$ cat src/hw/rtl/arh_pkg.sv
`default_nettype none
// ----------------------------------------------------------------------------
// arh_pkg
// Shared constants, codes and controller/datapath interface types for the
// auto-ranging histogram.
// ----------------------------------------------------------------------------
package arh_pkg;

  localparam int BIN_CAPACITY = 1024;
  localparam int SLOT_W       = $clog2(BIN_CAPACITY);
  localparam int CLR_W        = $clog2(BIN_CAPACITY + 1);
  localparam int COUNT_WIDTH  = 32;

  localparam int DATA_W    = 32;  // sample and range registers
  localparam int WIDTH_W   = 31;  // bin width register
  localparam int BIN_W     = 34;  // window edges, wide enough never to wrap
  localparam int QUO_W     = DATA_W + 1;
  localparam int DIV_STEPS = DATA_W;
  localparam int DIV_CNT_W = $clog2(DIV_STEPS + 1);

  localparam int CFG_IDX_W = 2;
  localparam int POS_W     = 10;
  localparam int WBINS_W   = 11;
  localparam int EXT_W     = 2;
  localparam int OUT_W     = 32;

  localparam logic [WIDTH_W-1:0] RST_BIN_WIDTH = WIDTH_W'(65536);
  localparam logic [DATA_W-1:0]  RST_RANGE_MIN = DATA_W'(0);
  localparam logic [DATA_W-1:0]  RST_RANGE_MAX = DATA_W'(16711680);

  typedef enum logic [CFG_IDX_W-1:0] {
    REG_BIN_WIDTH = 2'd0,
    REG_RANGE_MIN = 2'd1,
    REG_RANGE_MAX = 2'd2
  } cfg_reg_e;

  typedef enum logic {
    CMD_ADD  = 1'b0,
    CMD_READ = 1'b1
  } command_e;

  typedef enum logic [EXT_W-1:0] {
    EXT_NONE  = 2'd0,
    EXT_ABOVE = 2'd1,
    EXT_BELOW = 2'd2
  } ext_e;

  typedef enum logic [1:0] {
    SRC_SAMPLE = 2'd0,
    SRC_MIN    = 2'd1,
    SRC_MAX    = 2'd2
  } div_src_e;

  typedef enum logic [1:0] {
    CLR_ALL   = 2'd0,
    CLR_ABOVE = 2'd1,
    CLR_BELOW = 2'd2
  } clr_kind_e;

  typedef enum logic [1:0] {
    WR_CLEAR = 2'd0,
    WR_ONE   = 2'd1,
    WR_INC   = 2'd2
  } wr_kind_e;

  typedef enum logic [2:0] {
    OUT_INSIDE   = 3'd0,
    OUT_EXT      = 3'd1,
    OUT_EXT_REJ  = 3'd2,
    OUT_READ     = 3'd3,
    OUT_READ_REJ = 3'd4
  } out_kind_e;

  typedef struct packed {
    logic      take_item;
    logic      div_start;
    div_src_e  div_src;
    logic      set_low;
    logic      set_high;
    logic      fix_high;
    logic      clear_total;
    logic      latch_bin;
    logic      clr_load;
    clr_kind_e clr_kind;
    logic      mem_read;
    logic      mem_write;
    wr_kind_e  wr_kind;
    logic      bump_total;
    logic      ext_commit;
    logic      out_load;
    out_kind_e out_kind;
  } arh_cmd_t;

  typedef struct packed {
    logic cfg_wr;
    logic div_done;
    logic item_read;
    logic in_window;
    logic ext_above;
    logic ext_reject;
    logic rd_in_window;
    logic clr_done;
    logic out_free;
  } arh_status_t;

  // stored count shown on the 32-bit result, saturated
  function automatic logic [OUT_W-1:0] count_to_out(input logic [COUNT_WIDTH-1:0] c);
    logic [63:0] w;
    w = 64'(c);
    if (w > 64'(32'hFFFF_FFFF)) return '1;
    return w[OUT_W-1:0];
  endfunction

endpackage
`default_nettype wire

$ cat src/hw/rtl/arh_ctrl.sv
`default_nettype none
// ----------------------------------------------------------------------------
// arh_ctrl
// Sequencer for the histogram: window reload and clearing pass, add and read
// commands, extension clearing and result hand-off.
// ----------------------------------------------------------------------------
module arh_ctrl (
  input  wire logic                 clk,
  input  wire logic                 rst,
  input  wire logic                 in_valid,
  output logic                      in_stall,
  input  wire arh_pkg::arh_status_t status,
  output arh_pkg::arh_cmd_t         cmd
);
  import arh_pkg::*;

  typedef enum logic [14:0] {
    S_RL_MIN   = 15'b000000000000001,
    S_RL_MIN_W = 15'b000000000000010,
    S_RL_MAX   = 15'b000000000000100,
    S_RL_MAX_W = 15'b000000000001000,
    S_RL_FIX   = 15'b000000000010000,
    S_RL_CLR   = 15'b000000000100000,
    S_IDLE     = 15'b000000001000000,
    S_ADD_DIV  = 15'b000000010000000,
    S_ADD_W    = 15'b000000100000000,
    S_ADD_CLS  = 15'b000001000000000,
    S_ADD_INC  = 15'b000010000000000,
    S_EXT_CLR  = 15'b000100000000000,
    S_EXT_SET  = 15'b001000000000000,
    S_RD_CHK   = 15'b010000000000000,
    S_OUT      = 15'b100000000000000
  } state_t;

  state_t    state;
  state_t    state_next;
  out_kind_e kind;
  out_kind_e kind_next;

  assign in_stall = (state != S_IDLE) || status.cfg_wr;

  always_ff @(posedge clk) begin
    if (rst) begin
      state <= S_RL_MIN;
      kind  <= OUT_INSIDE;
    end else begin
      state <= state_next;
      kind  <= kind_next;
    end
  end

  always_comb begin
    state_next = state;
    kind_next  = kind;
    cmd        = '0;
    cmd.out_kind = kind;

    case (state)
      S_RL_MIN: begin
        cmd.div_start = 1'b1;
        cmd.div_src   = SRC_MIN;
        state_next    = S_RL_MIN_W;
      end
      S_RL_MIN_W: begin
        if (status.div_done) begin
          cmd.set_low = 1'b1;
          state_next  = S_RL_MAX;
        end
      end
      S_RL_MAX: begin
        cmd.div_start = 1'b1;
        cmd.div_src   = SRC_MAX;
        state_next    = S_RL_MAX_W;
      end
      S_RL_MAX_W: begin
        if (status.div_done) begin
          cmd.set_high = 1'b1;
          state_next   = S_RL_FIX;
        end
      end
      S_RL_FIX: begin
        cmd.fix_high    = 1'b1;
        cmd.clear_total = 1'b1;
        cmd.clr_load    = 1'b1;
        cmd.clr_kind    = CLR_ALL;
        state_next      = S_RL_CLR;
      end
      S_RL_CLR: begin
        if (status.clr_done) begin
          state_next = S_IDLE;
        end else begin
          cmd.mem_write = 1'b1;
          cmd.wr_kind   = WR_CLEAR;
        end
      end
      S_IDLE: begin
        if (in_valid && !status.cfg_wr) begin
          cmd.take_item = 1'b1;
          state_next    = S_ADD_DIV;
        end
      end
      S_ADD_DIV: begin
        // item is latched now; reads skip the divider
        if (status.item_read) begin
          state_next = S_RD_CHK;
        end else begin
          cmd.div_start = 1'b1;
          cmd.div_src   = SRC_SAMPLE;
          state_next    = S_ADD_W;
        end
      end
      S_ADD_W: begin
        if (status.div_done) begin
          cmd.latch_bin = 1'b1;
          state_next    = S_ADD_CLS;
        end
      end
      S_ADD_CLS: begin
        if (status.in_window) begin
          cmd.mem_read = 1'b1;
          state_next   = S_ADD_INC;
        end else if (status.ext_reject) begin
          kind_next  = OUT_EXT_REJ;
          state_next = S_OUT;
        end else begin
          cmd.clr_load = 1'b1;
          cmd.clr_kind = status.ext_above ? CLR_ABOVE : CLR_BELOW;
          state_next   = S_EXT_CLR;
        end
      end
      S_ADD_INC: begin
        cmd.mem_write  = 1'b1;
        cmd.wr_kind    = WR_INC;
        cmd.bump_total = 1'b1;
        kind_next      = OUT_INSIDE;
        state_next     = S_OUT;
      end
      S_EXT_CLR: begin
        if (status.clr_done) begin
          state_next = S_EXT_SET;
        end else begin
          cmd.mem_write = 1'b1;
          cmd.wr_kind   = WR_CLEAR;
        end
      end
      S_EXT_SET: begin
        cmd.mem_write  = 1'b1;
        cmd.wr_kind    = WR_ONE;
        cmd.ext_commit = 1'b1;
        cmd.bump_total = 1'b1;
        kind_next      = OUT_EXT;
        state_next     = S_OUT;
      end
      S_RD_CHK: begin
        if (status.rd_in_window) begin
          cmd.mem_read = 1'b1;
          kind_next    = OUT_READ;
        end else begin
          kind_next = OUT_READ_REJ;
        end
        state_next = S_OUT;
      end
      S_OUT: begin
        if (status.out_free) begin
          cmd.out_load = 1'b1;
          state_next   = S_IDLE;
        end
      end
      default: state_next = S_RL_MIN;
    endcase

    // any write to a defined register reloads the window and clears the store
    if (status.cfg_wr) begin
      cmd        = '0;
      kind_next  = kind;
      state_next = S_RL_MIN;
    end
  end

endmodule
`default_nettype wire

$ cat config.mk
export PLATFORM = sky130hd
export DESIGN_NAME = arh_ctrl
export DESIGN_NICKNAME = d
export VERILOG_FILES = /design/src/hw/rtl/arh_pkg.sv /design/src/hw/rtl/arh_ctrl.sv
export SDC_FILE = /design/constraint.sdc
export NUM_CORES = 1
export LEC_CHECK = 0
export ABC_AREA = 1
export BUFFER_PORTS_ARGS = -buffer_cell sky130_fd_sc_hd__buf_2
export CAP_MARGIN = 30
export CELL_PAD_IN_SITES_DETAIL_PLACEMENT = 1
export CELL_PAD_IN_SITES_GLOBAL_PLACEMENT = 2
export CORE_UTILIZATION = 29
export CTS_CLUSTER_SIZE = 12
export DETAILED_ROUTE_END_ITERATION = 10
export PLACE_DENSITY = 0.82
export SLEW_MARGIN = 20
export SYNTH_ARGS = -nofsm -noshare
export SYNTH_HDL_FRONTEND = slang
export SYNTH_SLANG_ARGS = --single-unit
$ cat constraint.sdc
create_clock -name clk -period 2.8 [get_ports clk]
set_input_delay 0.28 -clock clk [delete_from_list [all_inputs] [get_ports clk]]
set_output_delay 0.28 -clock clk [all_outputs]
set_load 0.05 [all_outputs]
* After elaboration in Yosys (flattened, before gate mapping)
Cells that the tools add are included. Widths: inputs -> output; s select.
Cells by class: reduce and logical (&&, ||, !) cells 10, equal/unequal tests 25, mux-type cells 38, bitwise logic cells 1
Operators by type and width (count):
- $pmux 15 s13 | 1
- $mux 15 | 9
- $mux 22 | 1
- $mux 3 | 7
- $ne 2x2->1 const B | 9
- $pmux 3 s3 | 2
- $eq 15x1->1 const B | 1
- $eq 15x10->1 const B | 1
- $eq 15x11->1 const B | 1
- $eq 15x12->1 const B | 1
- $eq 15x13->1 const B | 1
- $eq 15x14->1 const B | 1
- $eq 15x15->1 const B | 1
- $eq 15x2->1 const B | 1
- $eq 15x3->1 const B | 1
- $eq 15x4->1 const B | 1
- $eq 15x5->1 const B | 1
- $eq 15x6->1 const B | 1
- $eq 15x7->1 const B | 1
- $eq 15x8->1 const B | 1
- $eq 15x9->1 const B | 1
- $ne 15x7->1 const B | 1
- $mux 14 | 1
- $mux 1 | 12
- other kinds (13) | 16
Word-level totals: word-level logic and storage cells 76, register bits 18, input bits 12, output and inout port bits 23

* Longest topological paths before layout
depth after elaboration 5, gate-level depth with buffers 13, gate-level depth less buffers 12

* Least setup slack after synthesis
No wires, ideal clock.
path type register to output, start register state[2], end output port cmd[8] (netlist name), path buffers 1, setup slack 0.357 ns, cell stages (with the launch flop) 8, data required time 2.520 ns, arrival time 2.163 ns, cells stage by stage dfxtp_1 -> nor2_2 -> nand2_2 -> nor2_4 -> buf_6 -> nand4_2 -> a21oi_1 -> a31o_2
RTL lines:
- start: declaration | line arh_ctrl.sv:35 | state_t state;
- start signal: assignment | line arh_ctrl.sv:47 | state <= state_next;
- end: declaration | line arh_ctrl.sv:13 | output arh_pkg::arh_cmd_t cmd

==> summary.txt <==
Final ANT Viol Nets: 0
Max VDD drop: 134 uV
crit-path max FO: 11
Overall Power: 532 uW
sequential cell area fraction in the yosys report: 26.7%
Root Driver: clkbuf_8
Die X: 70.3 um
Synth async-reset ratio: 0%
grt ovf: 0
largest net degree at the start of global routing: 16
Tmin final: 2370 ps
drt first pass iters: 4
Final Max Slew Viols: 0
worst slew pin tran: 539 ps
via count: 1404
row count: 24
initial antenna violation count: 0
final hold slack: 276 ps
total die area: 4940 um^2
cts hold-fix bufs: 0
Area growth, synth to finish: 18.0%
Cell Area, Synth: 1350 um^2
Pwr per Cell Area: 334 nW/um^2
TritonCTS Buffers: 3
Max Fclk: 422 MHz
Final Hold Fails: 0
via/cell ratio: 4.56
Net Count, Synth: 235
first-pass GRT wire length: 6570 um
crit start category: register
H-tree depth: 1
Worst Hold Class: in -> reg
Max-slew headroom: 64.0%
Synth Flop Type: dfxtp_1
# IOs: 35
hpwl dp: 3090 um
MaxCap Viol Count: 0
Yosys warnings: 0
Total Routing Usage GR: 16.8%
Die Ht: 70.3 um
number of inserted diodes: 0
Lkg Pwr: 0.000842 uW
status: completed
clock latency at the later pin of the worst-skew pair: 260 ps
Starting Density: 30.6%
worst flop-to-flop path startpoint: state[12]$_SDFFE_PP0P_
RR Endpoint: state[2]$_SDFFE_PP0P_
Final Cycle Share: 84.7%
reg2reg path depth: 10
nets: 270
Core Area: 4410 um^2
Clock transition at path regs: 80 ps
number of global-route vias before repair: 1356
clock buffer depth: 2
unrepaired setup endpoints after global routing: false
ratio of cells with drive above 1 in the final layout: 27.3%
Starting DRT DRC Count: 47
number of setup violations in the final report: 0
most common cell after layout, fill and taps aside: nor2_1
TritonCTS clock tree: yes
Post-CTS Setup Inserts: 0
CP Capture Type: output pin
Cells on Worst Hold Path: 3
total of cells resized after clock tree synthesis: 0
final worst slack: 429 ps
Residual DRC: 0
post-synthesis register bit count: 18
clock skew: 1.84 ps
commonest non-fill, non-tap cells in the layout: 54 x nor2_1, 48 x nand2_1, 34 x buf_2, 31 x inv_1, 18 x dfxtp_1
Final TNS setup: 0 ps
total clock sinks: 18
WL/cell: 12.3 um
reg-to-reg setup timing slack: 850 ps
worst path required time: 2520 ps
Post-Route WL: 3780 um
synth unique cells: 27
fin util: 36.1%
Mean Syn Cell Area: 6.06 um^2
WP data arrival: 2090 ps
worst slack, placed: 677 ps
Port Buf Inserts: 34
Setup CP Type: reg -> out
Hold Startpoint: in_valid
hold endpoint: state[7]$_SDFFE_PP0P_
RePlAce Congestion: 0.803
EDFF count, synth: 0
Synth Instances: 223
per-layer routing:
metal	vias to the layer above	routed length (um)	GRT usage, %
li1	744	-	-
met1	631	2030	24.3
met2	25	1590	25.7
met3	4	118	2.45
met4	0	37	4.67
met5	-	0	0
how the worst max path moves through the flow:
stage	from	to	slack [ps]	cells past startpoint
floorplan	state[2]$_SDFFE_PP0P_	cmd[8]	360	7
global placement	state[2]$_SDFFE_PP0P_	cmd[9]	690	10
detailed placement	state[4]$_SDFFE_PP0P_	cmd[9]	680	10
CTS	state[4]$_SDFFE_PP0P_	cmd[9]	380	10
global route	state[1]$_SDFFE_PP0P_	cmd[9]	210	10
finish	state[2]$_SDFFE_PP0P_	cmd[9]	430	10
metrics by stage:
stage          cells  area, um^2
3_5_place_dp     305        1550
5_1_grt          308        1590
4_1_cts          308        1590
2_1_floorplan    223        1350
3_3_place_gp     305        1550
6_report         308        1590
worst max-delay path, stage by stage (launching register included):
cell,delay (ps)
dfxtp_1,330
nor2_2,160
nand2_2,130
nor2_4,320
nand2_4,80
nor2_4,120
inv_2,60
nor2_1,170
inv_1,60
a21oi_1,120
buf_2,280
kinds of logic (layout without fill, tap and decap cells):
kind of cell	count (synthesis)	in the layout	share of synthesized area (%)
AND/OR/NAND/NOR	152	152	54.0
buffers and inverters	40	73	12.8
flip-flops	18	18	26.7
AO/OA/AOI/OAI	13	13	6.57
power by group:
group / total (uW) / switching [uW] / internal, uW / leakage (uW)
clock: 194 / 98.0 / 95.9 / 0.0000216
sequential: 260 / 2.11 / 258 / 0.000145
combinational: 77.5 / 54.7 / 22.8 / 0.000675
total: 532 / 155 / 377 / 0.000842
state kept, by name (all words and copies together), names as in the netlist:
| register | flops |
|---|---|
| kind | 3 |
| state | 15 |
cell usage after synthesis, types with 2 or more instances:
master    number  area, um^2
a21oi_1        5        25.0
buf_4          2        15.0
buf_6          2        22.5
dfxtp_1       18         360
inv_1         31         116
inv_2          4        15.0
nand2_1       48         180
nand2_2        7        43.8
nand2_4        4        45.0
nand3_1       15        75.1
nand3_2        3        30.0
nand3b_1       3        22.5
nor2_1        54         203
nor2_2         8        50.1
nor2_4         3        33.8
nor3_1         3        15.0
o21bai_1       3        22.5
cell type report:
cell class	count	area [um^2]
fillers	632	2820
inverters	35	131
multi-input cells	165	818
well taps	52	65.1
repair buffers	35	178
clock buffers	3	41.3
flip-flops and latches	18	360
Power figures use the tool's default switching activity.
